`config.mk`:
```
export PLATFORM = sky130hd
export DESIGN_NAME = tcc_ctrl
export DESIGN_NICKNAME = d
export VERILOG_FILES = /design/src/hw/rtl/tcc_pkg.sv /design/src/hw/rtl/tcc_ctrl.sv
export SDC_FILE = /design/constraint.sdc
export NUM_CORES = 1
export LEC_CHECK = 0
export BUFFER_PORTS_ARGS = -buffer_cell sky130_fd_sc_hd__buf_4
export CAP_MARGIN = 30
export CORE_AREA = 2 2 39 41
export CTS_BUF_LIST = sky130_fd_sc_hd__clkbuf_8
export CTS_CLUSTER_DIAMETER = 200
export CTS_CLUSTER_SIZE = 16
export DETAILED_ROUTE_END_ITERATION = 16
export DIE_AREA = 0 0 41 43
export PLACE_DENSITY = 0.53
export SYNTH_ARGS = -nofsm -noshare
export SYNTH_HDL_FRONTEND = slang
export SYNTH_SLANG_ARGS = --single-unit
```
`constraint.sdc`:
```
create_clock -name clock -period 1.9 [get_ports clock]
set_input_delay 0.19 -clock clock [delete_from_list [all_inputs] [get_ports clock]]
set_output_delay 0.19 -clock clock [all_outputs]
set_load 0.005 [all_outputs]
```
`src/hw/rtl/tcc_pkg.sv`:
```
`timescale 1ns / 1ps

package tcc_pkg;

   // Default screen geometry.
   localparam int COLUMNS_DEF = 80;
   localparam int ROWS_DEF    = 25;

   // Fixed field widths of the channels and the register port.
   localparam int FUNC_W    = 2;
   localparam int CHAR_W    = 8;
   localparam int IDX_W     = 11;
   localparam int WORD_W    = 16;
   localparam int ROW_OUT_W = 5;
   localparam int COL_OUT_W = 7;
   localparam int COLOR_W   = 4;
   localparam int CSR_IDX_W = 1;

   // Item function codes.
   localparam logic [FUNC_W-1:0] FUNC_PUT   = 2'd0;
   localparam logic [FUNC_W-1:0] FUNC_CLEAR = 2'd1;
   localparam logic [FUNC_W-1:0] FUNC_READ  = 2'd2;

   // Register indexes.
   localparam logic [CSR_IDX_W-1:0] REG_FG_COLOR = 1'b0;
   localparam logic [CSR_IDX_W-1:0] REG_BG_COLOR = 1'b1;

   // Register reset values.
   localparam logic [COLOR_W-1:0] FG_RESET = 4'd7;
   localparam logic [COLOR_W-1:0] BG_RESET = 4'd0;

   // Character codes with a meaning of their own.
   localparam logic [CHAR_W-1:0] CHAR_LF    = 8'h0A;
   localparam logic [CHAR_W-1:0] CHAR_CR    = 8'h0D;
   localparam logic [CHAR_W-1:0] CHAR_TAB   = 8'h09;
   localparam logic [CHAR_W-1:0] CHAR_SPACE = 8'h20;

   // Tab stops fall on multiples of this.
   localparam int TAB_STEP = 8;

   // Datapath operations issued by the controller.
   typedef enum logic [2:0] {
      OP_NONE,
      OP_TAKE,
      OP_PUT,
      OP_READ,
      OP_INIT,
      OP_CLEAR,
      OP_COPY,
      OP_BLANK
   } dp_op_type;

   // Controller to datapath.
   typedef struct packed {
      dp_op_type op;
      logic      load_out;
   } cmd_type;

   // Datapath to controller.
   typedef struct packed {
      logic [FUNC_W-1:0] func;
      logic              scroll_due;
      logic              sweep_last;
      logic              out_free;
   } sts_type;

endpackage

```
`src/hw/rtl/tcc_ctrl.sv`:
```
`timescale 1ns / 1ps

module tcc_ctrl
   import tcc_pkg::*;
(
   input  logic    clock,
   input  logic    reset,
   input  logic    req_valid,
   output logic    req_ready,
   input  sts_type sts,
   output cmd_type cmd
);

   typedef enum logic [2:0] {
      S_INIT,
      S_IDLE,
      S_EXEC,
      S_READ,
      S_COPY,
      S_BLANK,
      S_CLEAR,
      S_DONE
   } state_type;

   state_type state_ff;
   state_type state_in;

   // Next state and datapath command for the current state.
   always_comb begin
      state_in     = state_ff;
      cmd.op       = OP_NONE;
      cmd.load_out = 1'b0;
      req_ready    = 1'b0;
      unique case (state_ff)
         S_INIT: begin
            cmd.op = OP_INIT;
            if (sts.sweep_last) begin
               state_in = S_IDLE;
            end
         end
         S_IDLE: begin
            req_ready = 1'b1;
            if (req_valid) begin
               cmd.op   = OP_TAKE;
               state_in = S_EXEC;
            end
         end
         S_EXEC: begin
            unique case (sts.func)
               FUNC_PUT: begin
                  cmd.op = OP_PUT;
                  if (sts.scroll_due) begin
                     state_in = S_COPY;
                  end else if (sts.out_free) begin
                     cmd.load_out = 1'b1;
                     state_in     = S_IDLE;
                  end else begin
                     state_in = S_DONE;
                  end
               end
               FUNC_CLEAR: begin
                  state_in = S_CLEAR;
               end
               FUNC_READ: begin
                  cmd.op   = OP_READ;
                  state_in = S_READ;
               end
               default: begin
                  state_in = S_DONE;
               end
            endcase
         end
         S_READ: begin
            if (sts.out_free) begin
               cmd.load_out = 1'b1;
               state_in     = S_IDLE;
            end else begin
               state_in = S_DONE;
            end
         end
         S_COPY: begin
            cmd.op = OP_COPY;
            if (sts.sweep_last) begin
               state_in = S_BLANK;
            end
         end
         S_BLANK: begin
            cmd.op = OP_BLANK;
            if (sts.sweep_last) begin
               state_in = S_DONE;
            end
         end
         S_CLEAR: begin
            cmd.op = OP_CLEAR;
            if (sts.sweep_last) begin
               state_in = S_DONE;
            end
         end
         S_DONE: begin
            if (sts.out_free) begin
               cmd.load_out = 1'b1;
               state_in     = S_IDLE;
            end
         end
         default: begin
            state_in = S_INIT;
         end
      endcase
   end

   // State register; reset starts the clearing pass.
   always_ff @(posedge clock) begin
      if (reset) begin
         state_ff <= S_INIT;
      end else begin
         state_ff <= state_in;
      end
   end

endmodule

```
## Word-level counts from Yosys, hierarchy flattened

Cells that the tools add are included.

| storage, ports and cells | value |
|---|---|
| bits of input ports | 8 |
| flip-flop bits (word level) | 3 |
| word-level logic and storage cells | 37 |
| output and inout bits | 5 |

| operators by class | value |
|---|---|
| muxes and demuxes | 17 |
| eq/ne operators | 14 |
| reduce and logical (&&, ||, !) cells | 5 |

Operators by type and width:

| kind | count |
|---|---|
| 2-to-1 mux 3 bit | 7 |
| case mux 3 bit (7 select lines) | 1 |
| case mux 3 bit (6 select lines) | 1 |
| equality test 3 bit (second input constant) | 4 |
| case mux 3 bit (3 select lines) | 1 |
| != test 2 bit (second input constant) | 4 |
| equality test 3 x 2 -> 1 bit (second input constant) | 2 |
| 2-to-1 mux 1 bit | 5 |
| AND reduction 5 bit | 1 |
| case mux 2 bit (2 select lines) | 1 |
| OR reduction 2 bit | 2 |
| equality test 3 x 1 -> 1 bit (second input constant) | 1 |
| zero test 3 bit | 1 |
| equality test 2 x 1 -> 1 bit (second input constant) | 1 |
| equality test 2 bit (second input constant) | 1 |
| zero test 2 bit | 1 |
| != test 2 x 1 -> 1 bit (second input constant) | 1 |
| case mux 1 bit (2 select lines) | 1 |

## Longest topological paths before layout

| logic depth | value |
|---|---|
| word-level depth | 4 |
| depth in mapped cells | 6 |

## Least setup slack after synthesis

No wires, ideal clock.

| timing path | value |
|---|---|
| path type | input to register |
| from | input sts[3] in the netlist's numbering |
| to | register state_ff[0] |
| data required time | 1.780 ns |
| setup time | 0.120 ns |
| stages | 6 |
| data arrival time | 1.259 ns |
| path slack | 0.520 ns |
| path through | inv_1 > ha_1 > nand2b_1 > or4b_1 > a221oi_2 > nor3_1 |

| between the ends | value |
|---|---|
| cells in the longest elaborated chain, start to end | 3 |
| elaborated cells on any way between the ends | 5 |

RTL lines:

| item | line | text |
|---|---|---|
| start, declared | tcc_ctrl.sv:10 | `input sts_type sts,` |
| equality test 2 bit, or another cell as far along | tcc_ctrl.sv:49 | `unique case (sts.func)` |
| case mux 3 bit (3 select lines) (*) | tcc_ctrl.sv:49 |  |
| case mux 3 bit (7 select lines) (*) | tcc_ctrl.sv:34 | `unique case (state_ff)` |
| end signal, assigned | tcc_ctrl.sv:116 | `state_ff <= state_in;` |
| end, declared | tcc_ctrl.sv:25 | `state_type state_ff;` |

Mark *: on every way between the ends. The rest lies on a longest branch, timed or not.
A chain may end at the register's enable or synchronous reset.

==> results by group <==
Critical path
  • Startpoint Class: register
  • Delay-heaviest family, CP: flip-flops
  • Worst endpoint required time: 1710 ps
  • CP Data Arrival Time: 1270 ps
  • CP bufs+invs: 1
  • Max incr delay on CP: about 610 ps
  • WS Path Type: register to output pin
  • CP max FO: 14
  • CP Cell Sequence: nor2_1, o211a_1, buf_4
  • Crit-path slowest cell: dfxtp_1
  • CP Capture Type: output pin

Synth
  • Seq/Total Area, Yosys: 15.8%
  • Syn Inst Count: 53
  • Syn avg cell area: around 7.2 µm²
  • Post-Syn Area: 379 µm²
  • Distinct cells, synth: 24
  • Synth top area share: 15.8%
  • Post-synth top area cell: dfxtp_1
  • Area contributors post-synth: dfxtp_1, ha_1, nor2_1
  • Net Count, Synth: 65
  • Yosys warns: 0
  • Yosys reg bits: 3

Route
  • DRC viols: 0
  • Post-Route WL: around 950 µm
  • DRT iter0 DRCs: 10
  • Avg WL per Cell: 11.4 µm
  • Drt pass-1 iters: 4
  • Via count: 419
  • Vias/cell: 4.99
  • DRT antenna net count: 0

Clocking
  • Hold Buf Count CTS: 0
  • CTS tree: done
  • CTS resizes: 0
  • Clock Tree Buf Depth: 2
  • Setup bufs post-CTS: 0
  • Clock Latency Late Sink: approximately 220 ps
  • CTS clock-pin slew for the worst setup and hold paths: 30 ps
  • Num Clock Sinks: 3
  • CTS Buf Count: 3
  • Maximum level of the CTS H-tree: 1
  • Root Buffer: clkbuf_8

Floorplanning
  • Die width: 41 µm
  • I/O pin cnt: 13
  • Num rows: 14
  • Core ar.: 1380 µm²
  • Total die area: around 1800 µm²
  • Die Y: around 43 µm
  • Initial Util: between 20% and 30%

Timing
  • F_max: 0.686 GHz
  • Final critical-path share of the clock period: 76.7%
  • Fin. Hold Viols: 0
  • Worst Skew: 2.12 ps
  • Final Setup Violations: 0
  • Post-route minimum period: 1460 ps
  • Final setup TNS: 0 ps
  • Slew @ Worst Pin: 485 ps
  • Slew headroom: about two thirds
  • Number of max-slew violations in the final report: 0
  • Unrepaired setup endpoints after global routing: no

Final layout
  • Layout Nets: 81
  • Max FFs per register: 3
  • N_diodes: 0
  • Fill cells: 144
  • Layout cell share with drive strength beyond 1: between 20% and 30%
  • Biggest regs: state_ff (3)
  • Post-route insts no fill: between 80 and 90
  • Synthesis-to-layout area growth: 41.6%
  • Most frequent cells in the layout: buf_4, nor2_1, nand2b_1, nand2_1, ha_1
  • Reg with most FFs: state_ff
  • Most common cell after layout, fill and taps aside: buf_4

Placement
  • Post-placement cell count: 80
  • Routability cong.: around 0.8
  • IO Port Bufs: 12
  • Detailed placement HPWL: 669 µm

Power
  • Switching power: 0.0853 mW
  • Comb pwr share: about a quarter
  • Design Power: 0.331 mW
  • Sw Ratio: 25.8%
  • Clk pwr share: 54.6%
  • Share of power burned in registers: 20.9%
  • P per Cell Area: 617 nW/µm²
  • Int Pwr: 0.246 mW
  • Static Leakage: 0.248 nW
  • Maximum vdd ir drop: 381 µV

Global route
  • Largest net degree at the start of global routing: 15
  • First-pass GRT wire length: 1.59 mm
  • Aggregate global-route resource usage: 13.1%
  • Vias in the first global route: 404
  • Global route overflow: 0
  • Initial antenna violation count: 0

Run status
  • Status: finished, final reports clean

Hold path
  • Worst min path class: primary input to register

Job
  • Max cap viols: 0
-- worst paths after layout --
check	from	end	slack, ps	cells after the start
max	state_ff[2]	cmd[0]	440	3
min	reset	state_ff[2]	160	2
max reg2reg	state_ff[1]	state_ff[0]	540	4
min reg2reg	state_ff[2]	state_ff[1]	680	2
-- worst reg2reg max path: stages (launching register included) --
cell and delay, ps:
dfxtp_1 390, nand2b_4 80, or4b_1 480, a221oi_2 230, nor3_1 70
-- layout make-up --
| type | instances | area [µm²] | area share [%] |
|---|---|---|---|
| Clock buffer | 3 | 41.3 | 7.69 |
| Clock inverter | 1 | 3.75 | 0.699 |
| Inverter | 2 | 7.51 | 1.40 |
| Multi-Input combinational cell | 45 | 299 | 55.7 |
| Sequential cell | 3 | 60.1 | 11.2 |
| Tap cell | 16 | 20.0 | 3.73 |
| Timing Repair Buffer | 14 | 105 | 19.6 |
-- through the flow --
| stage | instance area (µm²) | worst slack, ps | util (%) | hold slack, ps |
|---|---|---|---|---|
| after floorplan | 379 | 520 | - | 263 |
| after global placement | 492 | 344 | 35.5 | 388 |
| after CTS | 537 | 463 | 38.8 | 158 |
| final | 537 | 442 | 38.8 | 164 |
| after global routing | 537 | 385 | 38.8 | 180 |
| after detailed placement | 492 | 331 | 35.5 | 384 |
-- power groups by stage --
| stage | clock network (mW) | registers [mW] | logic, mW |
|---|---|---|---|
| after floorplan | 0 | 0.0696 | 0.0459 |
| after global placement | 0 | 0.0701 | 0.0809 |
| after detailed placement | 0 | 0.0700 | 0.0809 |
| after CTS | 0.184 | 0.0692 | 0.0815 |
| after global routing | 0.192 | 0.0699 | 0.0916 |
| final | 0.181 | 0.0693 | 0.0812 |
-- metal layers --
metal | global-route usage, % | routed length (µm)
met5 | 0 | 0
met4 | 8.00 | 0
met3 | 3.14 | 66
met2 | 18.8 | 460
met1 | 16.9 | 427
-- synth_stat cells --
library cell / instances
a211oi_1: 2
a21oi_1: 3
a221oi_2: 1
and2_1: 1
buf_2: 1
clkbuf_1: 2
dfxtp_1: 3
ha_1: 4
inv_1: 2
nand2_1: 4
nand2b_1: 5
nand2b_4: 1
nand3b_1: 1
nor2_1: 9
nor2b_1: 3
nor3_1: 2
nor4_1: 1
o2111ai_1: 1
o211a_1: 1
o21ai_0: 2
o221ai_1: 1
o22ai_1: 1
o31ai_1: 1
or4b_1: 1
-- cells by family after synthesis --
group / share of synthesized area (%)
fa+ha+maj: 13.2
flops: 15.8
compound gates: 25.4
simple gates: 40.3
buf+inv: 5.28
No activity file was read; power rests on OpenSTA's default activity.
